$ cat src/rtl/glr_pkg.sv
package glr_pkg;

  // Default grid dimension for the clamp ceiling
  localparam int GRID_DIM_DEF = 64;

  // Field widths
  localparam int IN_W     = 7;
  localparam int COORD_W  = 6;
  localparam int CFG_W    = 7;
  localparam int CFG_IDX_W = 2;
  localparam int INDEX_W  = 12;
  localparam int PROD_W   = 14;
  localparam int TERM_W   = 9;

  // Register indexes on the configuration port
  localparam logic [CFG_IDX_W-1:0] REG_GRID_WIDTH  = 2'd0;
  localparam logic [CFG_IDX_W-1:0] REG_GRID_HEIGHT = 2'd1;

  localparam logic [CFG_W-1:0] GRID_RESET = 7'd64;

  typedef enum logic {
    ST_IDLE,
    ST_WALK
  } state_t;

  // Starting point and decision terms of one segment walk
  typedef struct packed {
    logic [COORD_W-1:0]       x;
    logic [COORD_W-1:0]       y;
    logic signed [TERM_W-1:0] p;
    logic signed [TERM_W-1:0] a;
    logic signed [TERM_W-1:0] b;
    logic                     steep;
    logic                     y_down;
    logic [COORD_W-1:0]       count;
  } walk_init_t;

endpackage

$ cat src/rtl/glr_prep.sv
module glr_prep #(
  parameter int GRID_DIM = glr_pkg::GRID_DIM_DEF
) (
  input  logic signed [glr_pkg::IN_W-1:0] start_x,
  input  logic signed [glr_pkg::IN_W-1:0] start_y,
  input  logic signed [glr_pkg::IN_W-1:0] end_x,
  input  logic signed [glr_pkg::IN_W-1:0] end_y,
  output glr_pkg::walk_init_t             init
);

  localparam int COORD_MAX = (1 << glr_pkg::COORD_W) - 1;
  localparam int CLAMP_I   = (GRID_DIM - 1 < COORD_MAX) ? GRID_DIM - 1 : COORD_MAX;
  localparam logic [glr_pkg::COORD_W-1:0] CLAMP_MAX = glr_pkg::COORD_W'(CLAMP_I);

  function automatic logic [glr_pkg::COORD_W-1:0] clamp(
    input logic signed [glr_pkg::IN_W-1:0] v
  );
    if (v[glr_pkg::IN_W-1]) begin
      return '0;
    end else if (v[glr_pkg::COORD_W-1:0] > CLAMP_MAX) begin
      return CLAMP_MAX;
    end else begin
      return v[glr_pkg::COORD_W-1:0];
    end
  endfunction

  logic                       swap;
  logic [glr_pkg::COORD_W-1:0] x0, y0, x1, y1;
  logic [glr_pkg::COORD_W-1:0] dx, dy, maj, mnr;
  logic                       y_down, steep;
  logic signed [glr_pkg::TERM_W-1:0] a_term, maj2, maj1;

  // Order endpoints so the column rises, then clamp
  always_comb begin
    swap = end_x < start_x;
    x0 = swap ? clamp(end_x)   : clamp(start_x);
    y0 = swap ? clamp(end_y)   : clamp(start_y);
    x1 = swap ? clamp(start_x) : clamp(end_x);
    y1 = swap ? clamp(start_y) : clamp(end_y);
  end

  // Deltas, major axis and initial decision terms
  always_comb begin
    y_down = y1 < y0;
    dx     = x1 - x0;
    dy     = y_down ? (y0 - y1) : (y1 - y0);
    steep  = (dx == '0) || (dy > dx);
    maj    = steep ? dy : dx;
    mnr    = steep ? dx : dy;
    a_term = {2'b00, mnr, 1'b0};
    maj2   = {2'b00, maj, 1'b0};
    maj1   = {3'b000, maj};
    init.x      = x0;
    init.y      = y0;
    init.a      = a_term;
    init.b      = a_term - maj2;
    init.p      = a_term - maj1;
    init.steep  = steep;
    init.y_down = y_down;
    init.count  = maj;
  end

endmodule

$ cat src/rtl/glr_walk.sv
module glr_walk (
  input  logic                         clk,
  input  logic                         load,
  input  logic                         advance,
  input  glr_pkg::walk_init_t          init,
  output logic [glr_pkg::COORD_W-1:0]  x,
  output logic [glr_pkg::COORD_W-1:0]  y,
  output logic                         last_step
);

  logic signed [glr_pkg::TERM_W-1:0] p, a, b, term, p_next;
  logic                             steep, y_down, minor;
  logic [glr_pkg::COORD_W-1:0]      count, y_step;

  // Shared decision-term adder: add b on a minor step, a otherwise
  always_comb begin
    minor  = !p[glr_pkg::TERM_W-1];
    term   = minor ? b : a;
    p_next = p + term;
    y_step = y_down ? (y - 6'd1) : (y + 6'd1);
  end

  assign last_step = (count == 6'd1);

  // Load a new segment or advance one cell along the major axis
  always_ff @(posedge clk) begin
    if (load) begin
      x      <= init.x;
      y      <= init.y;
      p      <= init.p;
      a      <= init.a;
      b      <= init.b;
      steep  <= init.steep;
      y_down <= init.y_down;
      count  <= init.count;
    end else if (advance) begin
      count <= count - 6'd1;
      p     <= p_next;
      if (steep) begin
        y <= y_step;
        if (minor) begin
          x <= x + 6'd1;
        end
      end else begin
        x <= x + 6'd1;
        if (minor) begin
          y <= y_step;
        end
      end
    end
  end

endmodule

$ cat src/rtl/grid_line_rasterizer_core.sv
// Grid line rasterizer: walks a wall segment cell by cell (Bresenham).
// Input: pulse start with the four endpoint coordinates while busy is low;
// the item is taken at that edge. Endpoints are ordered by column, clamped
// to the grid, and the cells from the first endpoint up to but not
// including the second come out one per cycle.
// Output: cell_strobe marks each cell beat for one cycle, with cell_col,
// cell_row, cell_index (row * width + column), in_bounds and last.
// Timing: the walk registers load at the accepting edge and the output
// beat register takes each cell from them. A segment of n cells keeps
// busy high while it walks, and the next item is taken only once busy
// drops again, n at most 63. The rate is set by the single decision-term
// adder, which advances one cell per cycle.
// A zero-length segment produces no cells and busy stays low.
// Configuration: cfg_valid/cfg_ready write grid_width (index 0) or
// grid_height (index 1); cfg_ready is always high. Write only while idle.
// Reset: rst (synchronous) returns to idle and restores a 64 x 64 grid.
// The receiver has no back-pressure: every cell beat must be taken.
module grid_line_rasterizer_core #(
  parameter int GRID_DIM = glr_pkg::GRID_DIM_DEF
) (
  input  logic                                clk,
  input  logic                                rst,
  input  logic                                start,
  output logic                                busy,
  input  logic signed [glr_pkg::IN_W-1:0]     start_x,
  input  logic signed [glr_pkg::IN_W-1:0]     start_y,
  input  logic signed [glr_pkg::IN_W-1:0]     end_x,
  input  logic signed [glr_pkg::IN_W-1:0]     end_y,
  input  logic                                cfg_valid,
  output logic                                cfg_ready,
  input  logic [glr_pkg::CFG_IDX_W-1:0]       cfg_index,
  input  logic [glr_pkg::CFG_W-1:0]           cfg_data,
  output logic                                cell_strobe,
  output logic [glr_pkg::COORD_W-1:0]         cell_col,
  output logic [glr_pkg::COORD_W-1:0]         cell_row,
  output logic [glr_pkg::INDEX_W-1:0]         cell_index,
  output logic                                in_bounds,
  output logic                                last
);

  glr_pkg::state_t     state, state_next;
  glr_pkg::walk_init_t init;
  logic [glr_pkg::CFG_W-1:0]   grid_width, grid_height;
  logic                        accept, advance, last_step;
  logic [glr_pkg::COORD_W-1:0] wx, wy;
  logic [glr_pkg::PROD_W-1:0]  idx_full, lim;

  assign cfg_ready = 1'b1;
  assign accept    = start && !busy;

  // Configuration registers
  always_ff @(posedge clk) begin
    if (rst) begin
      grid_width  <= glr_pkg::GRID_RESET;
      grid_height <= glr_pkg::GRID_RESET;
    end else if (cfg_valid && cfg_ready) begin
      if (cfg_index == glr_pkg::REG_GRID_WIDTH) begin
        grid_width <= cfg_data;
      end else if (cfg_index == glr_pkg::REG_GRID_HEIGHT) begin
        grid_height <= cfg_data;
      end
    end
  end

  glr_prep #(
    .GRID_DIM (GRID_DIM)
  ) u_prep (
    .start_x (start_x),
    .start_y (start_y),
    .end_x   (end_x),
    .end_y   (end_y),
    .init    (init)
  );

  glr_walk u_walk (
    .clk       (clk),
    .load      (accept),
    .advance   (advance),
    .init      (init),
    .x         (wx),
    .y         (wy),
    .last_step (last_step)
  );

  // Sequencer state
  always_ff @(posedge clk) begin
    if (rst) begin
      state <= glr_pkg::ST_IDLE;
    end else begin
      state <= state_next;
    end
  end

  // Next state: skip the walk for a zero-length segment
  always_comb begin
    state_next = state;
    unique case (state)
      glr_pkg::ST_IDLE: begin
        if (accept && (init.count != '0)) begin
          state_next = glr_pkg::ST_WALK;
        end
      end
      glr_pkg::ST_WALK: begin
        if (last_step) begin
          state_next = glr_pkg::ST_IDLE;
        end
      end
      default: state_next = glr_pkg::ST_IDLE;
    endcase
  end

  // Sequencer outputs
  always_comb begin
    busy    = 1'b0;
    advance = 1'b0;
    unique case (state)
      glr_pkg::ST_IDLE: begin
        busy    = 1'b0;
        advance = 1'b0;
      end
      glr_pkg::ST_WALK: begin
        busy    = 1'b1;
        advance = 1'b1;
      end
      default: begin
        busy    = 1'b0;
        advance = 1'b0;
      end
    endcase
  end

  // Linear index and bounds limit
  always_comb begin
    idx_full = glr_pkg::PROD_W'(grid_width) * glr_pkg::PROD_W'(wy) + glr_pkg::PROD_W'(wx);
    lim      = glr_pkg::PROD_W'(grid_width) * glr_pkg::PROD_W'(grid_height);
  end

  // Output beat register
  always_ff @(posedge clk) begin
    if (rst) begin
      cell_strobe <= 1'b0;
    end else begin
      cell_strobe <= advance;
    end
  end

  always_ff @(posedge clk) begin
    if (advance) begin
      cell_col   <= wx;
      cell_row   <= wy;
      cell_index <= idx_full[glr_pkg::INDEX_W-1:0];
      in_bounds  <= idx_full < lim;
      last       <= last_step;
    end
  end

endmodule

$ cat config.mk
export PLATFORM = sky130hd
export DESIGN_NAME = grid_line_rasterizer_core
export DESIGN_NICKNAME = d
export VERILOG_FILES = /design/src/rtl/glr_pkg.sv /design/src/rtl/glr_prep.sv /design/src/rtl/glr_walk.sv /design/src/rtl/grid_line_rasterizer_core.sv
export SDC_FILE = /design/constraint.sdc
export NUM_CORES = 1
export LEC_CHECK = 0
export BUFFER_PORTS_ARGS = -buffer_cell sky130_fd_sc_hd__buf_2
export CAP_MARGIN = 20
export CORE_UTILIZATION = 55
export DETAILED_ROUTE_END_ITERATION = 8
export GPL_TIMING_DRIVEN = 0
export PLACE_DENSITY_LB_ADDON = 0.1
export RECOVER_POWER = 50
export SLEW_MARGIN = 20
export SYNTH_ARGS = -nofsm -noshare
export SYNTH_HDL_FRONTEND = slang
export SYNTH_SLANG_ARGS = --single-unit
$ cat constraint.sdc
create_clock -name clk -period 16.5 [get_ports clk]
set_input_delay 1.65 -clock clk [delete_from_list [all_inputs] [get_ports clk]]
set_output_delay 1.65 -clock clk [all_outputs]
set_load 0.03 [all_outputs]
==> reports/qor.yml <==
grt:
  grt_max_degree: 28
  first_global_vias: 6561
  grtUsageTotal: 0.2392
  grt_pass1_wl_um: 31000
  grt-ovfl-total: 0
  antenna_found_initial: 0
sta:
  drv_slew: 0
  fmax_mhz: 105.7
  period_share: 0.5734
  fin_tns_setup_ns: 0
  relSlewSlack: 0.04403
  fin_crit_ns: 9.461
  worst_slew_pin_slew_ns: 1.434
  setup_viol: 0
  fin_hold_ws_ns: 0.4587
  final.setup_skew_ns: 0.01064
  finalHoldViolCount: 0
  grt_setup_unrepaired: "false"
  fin_ws_ns: 7.039
place:
  place_congestion: 0.8710
  dp.final_hpwl_um: 14940
  io_buffers: 68
  place_ws_ns: 6.715
  dpl.cell_count: 1258
critical_path:
  slowest_delay_ns: 0.64
  arrival_ns: 9.56
  start_kind: "input port"
  path_max_fanout: 10
  crit_path_end_kind: "flop"
  crit_start: "start_x[1]"
  slowest_stage: "a31oi_1"
  critPathKind: "in2reg"
  r2r_start: "grid_width[0]"
  required_ns: 16.60
clock_network:
  insertion_delay_ns: 0.35
  post_cts_buffers: 0
  clock-sinks: 83
  holdBufCountCts: 0
  cts_resized: 0
  cts-htree-levels: 3
  root_buffer: "clkbuf_16"
  cts_tree: "done"
  clkTransAtPathRegs_ns: 0.07
  numCtsBuffers: 9
  clk_path_buf_depth: 2
min_path:
  hold_start: "u_walk.y[0]"
  hp-class: "reg2reg"
synthesis:
  synth_edf_count: 67
  synth_top_area_frac: 0.2244
  synth_seq_cells: 83
  synth.most_common_cell: "inv_1"
  synthTopCellsByCount: "inv_1 (133), ha_1 (127), nand2_1 (95)"
  synth_xor_area_frac: 0.05372
  synth_area_leaders: "edfxtp_1 (22%), ha_1 (18%), fa_1 (12%)"
  yosysTopAreaCell: "edfxtp_1"
  synth_top_family_by_area: "adder cells"
  yosysWarnings: 0
  synth.avg_cell_area_um2: 9.216
  synth_nets: 1194
  synth_compound_area_frac: 0.1324
  async_flop_share: 0
  synthCells: 973
  yosys.area_share.simple: 0.1533
  synth_mux_area_frac: 0.03307
  netlist_area_um2: 8967
  synth-seq-area-share: 0.2601
  post_synth_fa_ha_maj_area_fraction: 0.2978
  yosys_most_used_dff: "edfxtp_1"
  yosysUniqueCellTypes: 70
floorplanning:
  fp.dieH_um: 129.7
  start_util: 0.5645
  die_area_um2: 16820
  row_count: 46
  chipWidth_um: 129.7
  ios: 70
  coreArea_um2: 15890
final_layout:
  fin_cells: 1274
  drive_gt1_frac: 0.1040
  nets: 1274
  n_antenna_cell: 0
  final_util: 0.6205
  synthToLayoutAreaGrowth_pct: 9.920
power_and_ir_drop:
  p_leak_nw: 4.691
  p_clk_frac: 0.114
  seqPwrFrac: 0.239
  power.switching_mw: 0.7693
  p_int_mw: 0.9180
  vdd_drop_max_uv: 278.1
  power_frac_comb: 0.646
  switching_share: 0.4559
  power_density_nw_per_um2: 171.2
run_status:
  status: "completed"
drt:
  wl_per_cell_um: 14.55
  drt.antenna.violating_nets: 0
  firstDrtPassIters: 5
  dr_total_vias: 6776
  drc: 0
  drtIter0Drc: 331
  viasPerCell: 5.319
  routed_wl_um: 18540
flow_run:
  maxCapViolCount: 0
-- critical path, delay by kind of cell --
family,cells,cell delay (ns)
compound gates,16,3.53
buf+inv,9,1.57
fa+ha+maj,4,1.20
simple gates,5,0.71
xor+xnor,2,0.48
mux,2,0.42
-- sequential cells by signal, summed over array words and instances, names as in the netlist --
name           flops
in_bounds          1
state              1
cell_col           6
u_walk.count       6
grid_height        7
cell_row           6
u_walk.y           6
cell_index        12
cell_strobe        1
grid_width         7
u_walk.y_down      1
u_walk.b           7
last               1
u_walk.a           6
u_walk.steep       1
u_walk.p           8
u_walk.x           6
-- layout by cell type, fill, tap and decap left out, types with 8 or more instances in the layout --
master / count
inv_1: 133
buf_2: 67
fa_1: 53
nand2b_1: 10
nor2b_1: 23
xnor2_1: 34
ha_1: 127
mux2_2: 9
clkbuf_1: 24
clkbuf_16: 9
and2_1: 43
a31oi_1: 16
nand3b_1: 9
nor3b_1: 8
a21oi_1: 52
dfxtp_1: 16
xor2_1: 21
o21ai_0: 34
nor2_1: 63
o21ai_1: 8
mux2i_1: 18
nor3_1: 11
a21o_1: 19
nand2_1: 95
edfxtp_1: 67
-- cell type report --
type / count / area, um^2
Fill cell: 1431 / 6028
Multi-Input combinational cell: 730 / 6015
Sequential cell: 83 / 2332
Inverter: 134 / 503.0
Timing Repair Buffer: 69 / 341.6
Tap cell: 216 / 270.3
Clock buffer: 9 / 225.2
Buffer: 26 / 117.6
Clock inverter: 7 / 52.55
-- stage by stage --
stage               cell area [um^2]  total power [mW]
CTS                             9878             1.696
floorplan                       8967             1.256
detailed placement              9600             1.494
global placement                9578             1.476
finish                          9857             1.687
global route                    9857             1.852
-- cells by family (layout without fill, tap and decap cells) --
group	Yosys count	count (layout)
buffers and inverters	160	245
muxes	28	28
and+or+nand+nor	281	281
AOI/OAI and AO/OA	183	183
other	1	1
adders and majority gates	182	182
DFF	83	83
xor gates and xnor gates	55	55
-- layer usage --
| layer | up-vias | global-route usage | routed length [um] |
|---|---|---|---|
| met5 | - | 0 | 0 |
| met4 | 0 | 0.07250 | 373 |
| met3 | 20 | 0.03690 | 522 |
| met2 | 105 | 0.4247 | 9219 |
| met1 | 3200 | 0.2998 | 8428 |
| li1 | 3451 | - | - |
-- path summary, 6_finish.rpt --
check                endpoint  slack [ns]  cells after the start
hold / removal    cell_row[0]        0.46                      0
hold reg to reg   cell_row[0]        0.46                      0
setup reg to reg    in_bounds       10.99                     21
setup / recovery  u_walk.p[6]        7.04                     38
-- power groups by stage --
stage               Clock, mW  Combinational, mW  Sequential [mW]
finish                  0.193               1.09            0.404
global route            0.203               1.24            0.414
CTS                     0.196               1.10            0.404
detailed placement          0               1.09            0.408
global placement            0               1.07            0.411
floorplan                   0              0.827            0.429
Power figures use the tool's default switching activity.
